<file path="config.mk">
export PLATFORM = sky130hd
export DESIGN_NAME = awac_dp
export DESIGN_NICKNAME = d
export VERILOG_FILES = /design/src/design/awac_pkg.sv /design/src/design/awac_dp.sv
export SDC_FILE = /design/constraint.sdc
export NUM_CORES = 2
export LEC_CHECK = 0
export BUFFER_PORTS_ARGS = -buffer_cell sky130_fd_sc_hd__buf_2
export CAP_MARGIN = 15
export CORE_MARGIN = 3
export CORE_UTILIZATION = 30
export DETAILED_ROUTE_END_ITERATION = 7
export GPL_ROUTABILITY_DRIVEN = 1
export PLACE_DENSITY_LB_ADDON = 0.25
export SETUP_SLACK_MARGIN = 0.4
export SYNTH_ARGS = -nofsm -noshare
export SYNTH_HDL_FRONTEND = slang
export SYNTH_SLANG_ARGS = --single-unit
</file>
<file path="constraint.sdc">
create_clock -name clock -period 11.6 [get_ports clock]
set_input_delay 2.32 -clock clock [delete_from_list [all_inputs] [get_ports clock]]
set_output_delay 2.32 -clock clock [all_outputs]
set_load 0.05 [all_outputs]
</file>
<file path="src/design/awac_pkg.sv">
`default_nettype none
package awac_pkg;

   localparam int NUM_WINDOWS = 8;
   localparam int IDX_W = (NUM_WINDOWS > 1) ? $clog2(NUM_WINDOWS) : 1;

   localparam int ADDR_W = 64;
   localparam int LEN_W = 41;
   localparam int END_W = ADDR_W + 1;
   localparam int OFF_W = 40;
   localparam int SLOT_W = 3;
   localparam int STATUS_W = 3;
   localparam int CMD_W = 2;

   localparam logic [LEN_W-1:0] MAX_TRANSFER_RESET = LEN_W'(1048576);

   localparam logic [CMD_W-1:0] CMD_REGISTER = 2'd0;
   localparam logic [CMD_W-1:0] CMD_UNREGISTER = 2'd1;
   localparam logic [CMD_W-1:0] CMD_CHECK = 2'd2;
   localparam logic [CMD_W-1:0] CMD_LOOKUP = 2'd3;

   localparam logic [STATUS_W-1:0] ST_OK = 3'd0;
   localparam logic [STATUS_W-1:0] ST_BADLEN = 3'd1;
   localparam logic [STATUS_W-1:0] ST_DENIED = 3'd2;
   localparam logic [STATUS_W-1:0] ST_NOTFOUND = 3'd3;
   localparam logic [STATUS_W-1:0] ST_FULL = 3'd4;
   localparam logic [STATUS_W-1:0] ST_OVERLAP = 3'd5;

   typedef struct packed {
      logic             load;
      logic             scan;
      logic [IDX_W-1:0] idx;
      logic             commit_pre;
      logic             commit_final;
   } dp_cmd_type;

   typedef struct packed {
      logic pre_fail;
   } dp_stat_type;

endpackage
`default_nettype wire

</file>
<file path="src/design/awac_dp.sv">
`default_nettype none
module awac_dp
   import awac_pkg::*;
(
   input  wire logic                clock,
   input  wire logic                reset,
   input  wire dp_cmd_type          cmd,
   output dp_stat_type              stat,
   input  wire logic [CMD_W-1:0]    req_command,
   input  wire logic [ADDR_W-1:0]   req_address,
   input  wire logic [LEN_W-1:0]    req_length,
   input  wire logic                csr_wr_en,
   input  wire logic [LEN_W-1:0]    csr_wr_data,
   output logic                     rsp_strobe,
   output logic [STATUS_W-1:0]      rsp_status,
   output logic [SLOT_W-1:0]        rsp_slot,
   output logic [OFF_W-1:0]         rsp_offset
);

   // request word
   logic [CMD_W-1:0]  cmd_ff;
   logic [ADDR_W-1:0] addr_ff;
   logic [LEN_W-1:0]  len_ff;
   logic [END_W-1:0]  end_ff;

   logic [LEN_W-1:0]  max_transfer_ff;
   logic              enabled_ff;

   // window table
   logic [NUM_WINDOWS-1:0] valid_ff;
   logic [ADDR_W-1:0]      base_mem [NUM_WINDOWS];
   logic [END_W-1:0]       end_mem [NUM_WINDOWS];

   // scan results
   logic              found_ff;
   logic              ovl_ff;
   logic [IDX_W-1:0]  hit_ff;
   logic [OFF_W-1:0]  off_ff;

   logic                rsp_strobe_ff;
   logic [STATUS_W-1:0] rsp_status_ff;
   logic [SLOT_W-1:0]   rsp_slot_ff;
   logic [OFF_W-1:0]    rsp_offset_ff;

   logic                len_bad;
   logic                end_over;
   logic [STATUS_W-1:0] pre_code;
   logic                pre_fail;

   logic                ent_valid;
   logic [ADDR_W-1:0]   ent_base;
   logic [END_W-1:0]    ent_end;
   logic                ge_base;
   logic                meet;
   logic                match_now;

   logic [STATUS_W-1:0] fin_code;

   // length, end-address and enable checks
   assign len_bad = (len_ff == '0) || (len_ff > max_transfer_ff);
   assign end_over = end_ff[END_W-1];

   always_comb begin
      pre_fail = 1'b0;
      pre_code = ST_OK;
      case (cmd_ff)
         CMD_REGISTER: begin
            if (len_bad) begin
               pre_fail = 1'b1;
               pre_code = ST_BADLEN;
            end
         end
         CMD_CHECK: begin
            if (!enabled_ff) begin
               pre_fail = 1'b1;
               pre_code = ST_DENIED;
            end else if (len_bad || end_over) begin
               pre_fail = 1'b1;
               pre_code = ST_BADLEN;
            end
         end
         default: begin
            pre_fail = 1'b0;
         end
      endcase
   end

   assign stat.pre_fail = pre_fail;

   // one slot per cycle
   assign ent_valid = valid_ff[cmd.idx];
   assign ent_base = base_mem[cmd.idx];
   assign ent_end = end_mem[cmd.idx];
   assign ge_base = (addr_ff >= ent_base);
   assign meet = ge_base ? ({1'b0, addr_ff} < ent_end) : ({1'b0, ent_base} < end_ff);

   always_comb begin
      case (cmd_ff)
         CMD_REGISTER:   match_now = !ent_valid;
         CMD_UNREGISTER: match_now = ent_valid && (ent_base == addr_ff);
         CMD_CHECK:      match_now = ent_valid && ge_base && (end_ff <= ent_end);
         CMD_LOOKUP:     match_now = ent_valid && ge_base && ({1'b0, addr_ff} < ent_end);
         default:        match_now = 1'b0;
      endcase
   end

   always_comb begin
      fin_code = ST_OK;
      case (cmd_ff)
         CMD_REGISTER: begin
            if (!found_ff) begin
               fin_code = ST_FULL;
            end else if (ovl_ff) begin
               fin_code = ST_OVERLAP;
            end
         end
         CMD_CHECK: begin
            if (!found_ff) begin
               fin_code = ST_DENIED;
            end
         end
         default: begin
            if (!found_ff) begin
               fin_code = ST_NOTFOUND;
            end
         end
      endcase
   end

   always_ff @(posedge clock) begin
      if (cmd.load) begin
         cmd_ff <= req_command;
         addr_ff <= req_address;
         len_ff <= req_length;
         end_ff <= {1'b0, req_address} + END_W'(req_length);
      end
      if (cmd.scan && match_now && !found_ff) begin
         hit_ff <= cmd.idx;
         off_ff <= addr_ff[OFF_W-1:0] - ent_base[OFF_W-1:0];
      end
      if (cmd.commit_final && (fin_code == ST_OK) && (cmd_ff == CMD_REGISTER)) begin
         base_mem[hit_ff] <= addr_ff;
         end_mem[hit_ff] <= end_ff;
      end
      if (cmd.commit_pre) begin
         rsp_status_ff <= pre_code;
         rsp_slot_ff <= '0;
         rsp_offset_ff <= '0;
      end else if (cmd.commit_final) begin
         rsp_status_ff <= fin_code;
         if (fin_code == ST_OK) begin
            rsp_slot_ff <= SLOT_W'(hit_ff);
            if ((cmd_ff == CMD_CHECK) || (cmd_ff == CMD_LOOKUP)) begin
               rsp_offset_ff <= off_ff;
            end else begin
               rsp_offset_ff <= '0;
            end
         end else begin
            rsp_slot_ff <= '0;
            rsp_offset_ff <= '0;
         end
      end
   end

   always_ff @(posedge clock) begin
      if (reset) begin
         max_transfer_ff <= MAX_TRANSFER_RESET;
         enabled_ff <= 1'b0;
         valid_ff <= '0;
         found_ff <= 1'b0;
         ovl_ff <= 1'b0;
         rsp_strobe_ff <= 1'b0;
      end else begin
         if (csr_wr_en) begin
            max_transfer_ff <= csr_wr_data;
         end
         if (cmd.load) begin
            found_ff <= 1'b0;
            ovl_ff <= 1'b0;
         end else if (cmd.scan) begin
            if (match_now) begin
               found_ff <= 1'b1;
            end
            if (ent_valid && meet) begin
               ovl_ff <= 1'b1;
            end
         end
         if (cmd.commit_final && (fin_code == ST_OK)) begin
            if (cmd_ff == CMD_REGISTER) begin
               valid_ff[hit_ff] <= 1'b1;
               enabled_ff <= 1'b1;
            end else if (cmd_ff == CMD_UNREGISTER) begin
               valid_ff[hit_ff] <= 1'b0;
            end
         end
         rsp_strobe_ff <= cmd.commit_pre || cmd.commit_final;
      end
   end

   assign rsp_strobe = rsp_strobe_ff;
   assign rsp_status = rsp_status_ff;
   assign rsp_slot = rsp_slot_ff;
   assign rsp_offset = rsp_offset_ff;

endmodule
`default_nettype wire

</file>
Word-level counts from Yosys, hierarchy flattened
Memory sizes are Yosys's and may differ from the RTL's.
Cells that the tools add are included.
{"block": "totals", "ff_bits": 314, "ramBits": 1032, "out_inout_bits": 48, "n_memories": 2}
{"block": "classes", "add_sub_neg": 2, "magnitude_cmp": 8, "n_eq_ne": 4, "mux": 28, "bitwise_logic": 3, "reduce_logical": 26}
{"memory": "end_mem", "words": 8, "word_bits": 65, "read_ports": 1, "rd_ports_with_merged_regs": 0, "wr": 1, "line": "awac_dp.sv:32", "text": "logic [END_W-1:0] end_mem [NUM_WINDOWS];"}
{"memory": "base_mem", "words": 8, "word_bits": 64, "read_ports": 1, "rd_ports_with_merged_regs": 0, "wr": 1, "line": "awac_dp.sv:31", "text": "logic [ADDR_W-1:0] base_mem [NUM_WINDOWS];"}
{"op": "less-than comparator 64 x 65 -> 1 bit", "n": 2}
{"op": "2-to-1 mux 40 bit", "n": 2}
{"op": "adder 64 x 41 -> 65 bit", "n": 1}
{"op": "<= comparator 65 bit", "n": 1}
{"op": "== test 64 bit", "n": 1}
{"op": "greater-or-equal comparator 64 bit", "n": 1}
{"op": "> comparator 41 bit", "n": 1}
{"op": "logical NOT 41 bit", "n": 1}
{"op": "subtractor 40 bit", "n": 1}
{"op": "2-to-1 mux 8 bit", "n": 2}
{"op": "2-to-1 mux 3 bit", "n": 5}
{"op": "logical AND 1 bit", "n": 10}
{"op": "2-to-1 mux 1 bit", "n": 10}
{"op": "AND 8 bit", "n": 1}
{"op": "less-than comparator 3 x 4 -> 1 bit (second input constant)", "n": 2}
{"op": "inverter 8 bit", "n": 1}
{"op": "bitwise OR 8 bit", "n": 1}
{"op": "AND reduction 2 bit", "n": 4}
{"op": "2-to-1 mux 2 bit", "n": 3}
{"op": "case mux 3 bit (2 select lines)", "n": 1}
{"op": "== test 2 bit (second input constant)", "n": 2}
{"op": "logical OR 1 bit", "n": 4}
{"op": "case mux 1 bit (4 select lines)", "n": 1}
{"op": "case mux 2 bit (2 select lines)", "n": 1}
{"op": "other kinds (10)", "n": 12}

Depth between registers and ports, before layout
{"block": "depth", "word_depth": 8, "ltp_mapped": 17}

Worst setup path after synthesis
No wires, ideal clock.
{"block": "synth_timing", "path_kind": "input to register", "start": "input cmd[0] in the netlist's numbering", "end": "memory base_mem[7][0], enable pin", "t_arrival_ns": 8.185, "path_slack_ns": 2.795, "path_stages": 4, "n_path_buf": 1, "cell_sequence": "and3_1 > clkbuf_1 > nand3_1 > nor2_1"}
{"block": "synth_between", "elab_chain_cells": 4}
{"element": "from (decl)", "line": "awac_dp.sv:7", "text": "input wire dp_cmd_type cmd,"}
{"element": "logical AND 1 bit (2 in series)", "line": "awac_dp.sv:141", "text": "if (cmd.commit_final && (fin_code == ST_OK) && (cmd_ff == CMD_REGISTER)) begin"}
{"element": "2-to-1 mux 1 bit", "line": "awac_dp.sv:141"}
{"element": "2-to-1 mux 1 bit (implied by the code)", "line": "awac_dp.sv:142", "text": "base_mem[hit_ff] <= addr_ff;"}
{"element": "to (decl)", "line": "awac_dp.sv:31"}
Every way passes these cells.

Final worst setup path
{"block": "layout_timing", "start": "input cmd[2] in the netlist's numbering", "end": "register off_ff[38], enable pin"}
{"block": "layout_between", "elab_chain_cells": 7, "elab_cells_between_ends": 16, "classes_between": "order compare: 3; eq/ne: 1; mux: 3; reduce/logical: 7; memory: 2"}
{"element": "memory read (8 x 64 bit) / binary-select mux 1 bit (select 3 bit) (equally long branches)"}
{"element": "greater-or-equal comparator 64 bit / 2-to-1 mux 1 bit (equally long branches)", "line": "awac_dp.sv:94, awac_dp.sv:91"}
{"element": "logical AND 1 bit", "line": "awac_dp.sv:101, awac_dp.sv:102"}
{"element": "logical AND 1 bit, on equally long branches", "line": "awac_dp.sv:102, awac_dp.sv:101"}
{"element": "case mux 1 bit (4 select lines) (*)", "line": "awac_dp.sv:98", "text": "case (cmd_ff)"}
{"element": "logical AND 1 bit (*) (2 in series)", "line": "awac_dp.sv:137", "text": "if (cmd.scan && match_now && !found_ff) begin"}
{"element": "to (signal assigned)", "line": "awac_dp.sv:139", "text": "off_ff <= addr_ff[OFF_W-1:0] - ent_base[OFF_W-1:0];"}
{"element": "to (decl)", "line": "awac_dp.sv:38", "text": "logic [OFF_W-1:0] off_ff;"}
Mark *: on every way between the ends. The rest lies on a longest branch, timed or not. The select of a mux whose other input is x is not followed.
A chain may end at the register's enable or synchronous reset.

==> impl_summary.log <==
INFO  metric synth-simple-area-share = 4.092%
INFO  metric max_freq = 132.8 MHz
INFO  metric wire_length_of_the_first_global_routing_pass = approximately 240000 microns
INFO  metric report.final.setup_viol = 0
INFO  metric layout_min_cycle_time = 7.529 ns
INFO  metric compound_gate_portion_of_the_synthesized_area = 6.421%
INFO  metric synth-async-reset-ratio = 0%
INFO  metric core = 196200 sq um
INFO  metric post_layout_nonfiller_instances = 6618
INFO  metric clock_skew = 0.02674 ns
INFO  metric place.detailed.instances = 6346
INFO  metric rows = 162
INFO  metric net_count_of_the_mapped_netlist = 4093
INFO  metric timing.setup.tns = 0 ns
INFO  metric end_kind = flip-flop
INFO  metric yosysSeqAreaShare = approximately two thirds
INFO  metric area_delta_synth_final = 15.13%
INFO  metric rsz0062_at_grt = false
INFO  metric postSynthRegisterBits = 1346
INFO  metric initialDrtViolationCount = 2534
INFO  metric cts.repair.resized = 0
INFO  metric synth.top_cells.by_area = sky130_fd_sc_hd__edfxtp_1 (63%), sky130_fd_sc_hd__mux4_2 (9.8%), sky130_fd_sc_hd__ha_1 (7.1%), sky130_fd_sc_hd__dfxtp_1 (3.2%), sky130_fd_sc_hd__mux2i_1 (2.9%)
INFO  metric synth_enable_flop_cells = 1250
INFO  metric ys_dominant_reg_cell = sky130_fd_sc_hd__edfxtp_1
INFO  metric cts-root-to-sink-buffers = 3
INFO  metric detailroute.via_count = around 33000
INFO  metric final_net_count = between 4000 and 5000
INFO  metric yosys.area.top_type_share = 62.99%
INFO  metric worst-endpoint-required = between 10 and 15 ns
INFO  metric drive_above_1_share = 18.71%
INFO  metric floorplan.io_pins = about 210
INFO  metric hp-class = flip-flop to flip-flop
INFO  metric vdd_drop_max = between 0.0001 and 0.00015 V
INFO  metric synthDistinctLibCells = 75
INFO  metric yosysTopAreaCell = sky130_fd_sc_hd__edfxtp_1
INFO  metric postSynthAreaPerCell = 16.57 sq um
INFO  metric ctsHtreeMaxLevel = 4
INFO  metric synth.yosys.warnings = 0
INFO  metric timing.final.max_slew_violations = 0
INFO  metric grt_pass1_vias = 33595
INFO  metric clk_pin_slew = 0.06 ns
INFO  metric critPathMaxFanout = 55
INFO  metric die_height = 451.7 microns
INFO  metric antenna_found_initial = 10
INFO  metric gr-usage-all-layers = between 10% and 20%
INFO  metric post_synth_mux_area_share = 12.76%
INFO  metric hold_violations = 0
INFO  metric cts_hold_repair.buffers = 0
INFO  metric multi_input_comb_area = 18890 sq um
INFO  metric synth_xor_xnor_area_share = 1.220%
INFO  metric ctsRootBufferMaster = sky130_fd_sc_hd__clkbuf_16
INFO  metric power_leakage = 0.02456 uW
INFO  metric ant_nets = 0
INFO  metric crit_type = primary input to flip-flop
INFO  metric dp_hpwl = roughly 110000 microns
INFO  metric cts_setup_buffers = 0
INFO  metric pwr_density_cell = between 150 and 200 nW/um^2
INFO  metric routabilityCongestion = 0.8420
INFO  metric syn_area = just under 60000 sq um
INFO  metric startpoint_type = primary input
INFO  metric grt_remaining_overflow = 0
INFO  metric arrival = 7.96 ns
INFO  metric start_util = 30.37%
INFO  metric maximum_number_of_pins_on_one_net_before_global_route_repair = between 80 and 90
INFO  metric tritoncts = done
INFO  metric tightestPinTransition = 1.120 ns
INFO  metric die_area = 204000 sq um
INFO  metric layout_worst_path_cycle_share = 64.90%
INFO  metric placement.io_buffers = 205
INFO  metric drt_drc_violations_left = 0
INFO  metric layout.area.seq = between 30000 and 40000 sq um
INFO  metric via_per_inst = between 5 and 6
INFO  metric die-width = 451.7 microns
INFO  metric synthCells = 3596
INFO  metric cts.sinks = about 1300
INFO  metric slew_headroom = 24.97%
INFO  metric drt_first_pass_iters = 5
INFO  metric wire_per_inst = 25.27 microns
INFO  metric status = complete, no violations
INFO  metric finalWirelength = 167200 microns
INFO  metric worstSkewPairLatency = 0.78 ns
INFO  metric cts_made_buffers = about 140
INFO  metric report.power.total = 11370 uW
INFO  metric filler_cell_count = 18859
INFO  metric synth_top_family_by_area = multiplexers
INFO  metric yosys.area_share.adder = 7.143%
INFO  metric maxCapViolCount = 0
-- cells by family after synthesis --
family          count (synthesis)
compound gates                574
mux                           434
buf+inv                       337
simple gates                  483
flops                        1346
xor+xnor                       83
fa+ha+maj                     339
-- state kept, by name (all words and copies together), names as in the netlist, named ones only --
register and flops:
found_ff 1, hit_ff 3, rsp_offset 40, ovl_ff 1, rsp_slot 3, off_ff 40
base_mem 512, end_ff 65, len_ff 41, addr_ff 64, rsp_status 3, enabled_ff 1
rsp_strobe 1, max_transfer_ff 41, cmd_ff 2, end_mem 520
-- through the flow --
step | util [%] | area (sq um) | hold slack, ns | worst slack, ns
global route | 34.96 | 68590 | 0.4628 | 3.834
CTS | 34.96 | 68590 | 0.4476 | 4.093
floorplan | - | 59590 | 0.4358 | 2.795
finish | 34.97 | 68600 | 0.4506 | 4.071
global placement | 32.56 | 63890 | 0.4423 | 3.387
detailed placement | 32.56 | 63890 | 0.4399 | 3.256
-- path summary, 6_finish.rpt --
kind | to | cells after the start | slack, ns | startpoint
max | off_ff[38]$_DFFE_PP_ | 15 | 4.07 | cmd[2]
min | rsp_offset[17]$_SDFFE_PP0P_ | 1 | 0.45 | off_ff[17]$_DFFE_PP_
max reg2reg | off_ff[38]$_DFFE_PP_ | 14 | 6.59 | base_mem[7][0]$_DFFE_PP_
min reg2reg | rsp_offset[17]$_SDFFE_PP0P_ | 1 | 0.45 | off_ff[17]$_DFFE_PP_
-- critical path, cell delays in order --
cell and delay (ns):
sky130_fd_sc_hd__buf_8 0.54, sky130_fd_sc_hd__buf_4 0.76, sky130_fd_sc_hd__mux4_2 0.60, sky130_fd_sc_hd__mux2i_1 0.51
sky130_fd_sc_hd__ha_1 0.23, sky130_fd_sc_hd__nand4_1 0.15, sky130_fd_sc_hd__nor4_1 0.41, sky130_fd_sc_hd__inv_1 0.14
sky130_fd_sc_hd__nor3_1 0.66, sky130_fd_sc_hd__nand3b_1 0.36, sky130_fd_sc_hd__nand4_1 0.32, sky130_fd_sc_hd__o22ai_1 0.15
sky130_fd_sc_hd__o211ai_1 0.19, sky130_fd_sc_hd__a21oi_4 0.09, sky130_fd_sc_hd__buf_4 0.32
-- metal layers --
layer	global-route usage [%]	part of all wire, %
met5	0	0.0042
met4	5.154	2.9
met3	2.717	4.9
met2	25.97	47
met1	22.44	45
-- area by class of cell --
type                    count  share of cell area, %
multi-input cells        1913                  27.53
diodes                      7                0.02553
flip-flops and latches   1346                  57.51
repair buffers            245                  2.057
clock inverters            76                  1.149
inverters                 218                  1.244
well taps                2624                  4.786
clock buffers             189                  5.696
-- power breakdown --
| group | switching (uW) | internal [uW] |
|---|---|---|
| clock | 1930 | 2660 |
| sequential | 199 | 5480 |
| combinational | 657 | 448 |
-- placed cells by master, fill, tap and decap left out, drive strengths merged, types with 60 or more instances in the layout --
master | synthesis | layout
a21o | 112 | 112
a21oi | 160 | 160
buf | 37 | 243
clkbuf | 82 | 191
dfxtp | 96 | 96
edfxtp | 1250 | 1250
ha | 337 | 337
inv | 218 | 225
mux2i | 170 | 170
mux4 | 260 | 260
nand2 | 96 | 96
nand4 | 64 | 64
nor2 | 125 | 125
o21ai | 88 | 88
xnor2 | 60 | 60
-- Yosys cell counts (23+ instances only) --
cell,number
sky130_fd_sc_hd__a21o_1,112
sky130_fd_sc_hd__a21oi_1,160
sky130_fd_sc_hd__a22o_1,42
sky130_fd_sc_hd__buf_1,35
sky130_fd_sc_hd__clkbuf_1,82
sky130_fd_sc_hd__dfxtp_1,96
sky130_fd_sc_hd__edfxtp_1,1250
sky130_fd_sc_hd__ha_1,337
sky130_fd_sc_hd__inv_1,218
sky130_fd_sc_hd__mux2i_1,170
sky130_fd_sc_hd__mux4_2,260
sky130_fd_sc_hd__nand2_1,96
sky130_fd_sc_hd__nand3_1,48
sky130_fd_sc_hd__nand4_1,64
sky130_fd_sc_hd__nor2_1,125
sky130_fd_sc_hd__o21ai_0,59
sky130_fd_sc_hd__o21ai_1,29
sky130_fd_sc_hd__xnor2_1,60
sky130_fd_sc_hd__xor2_1,23
Power figures use the tool's default switching activity.
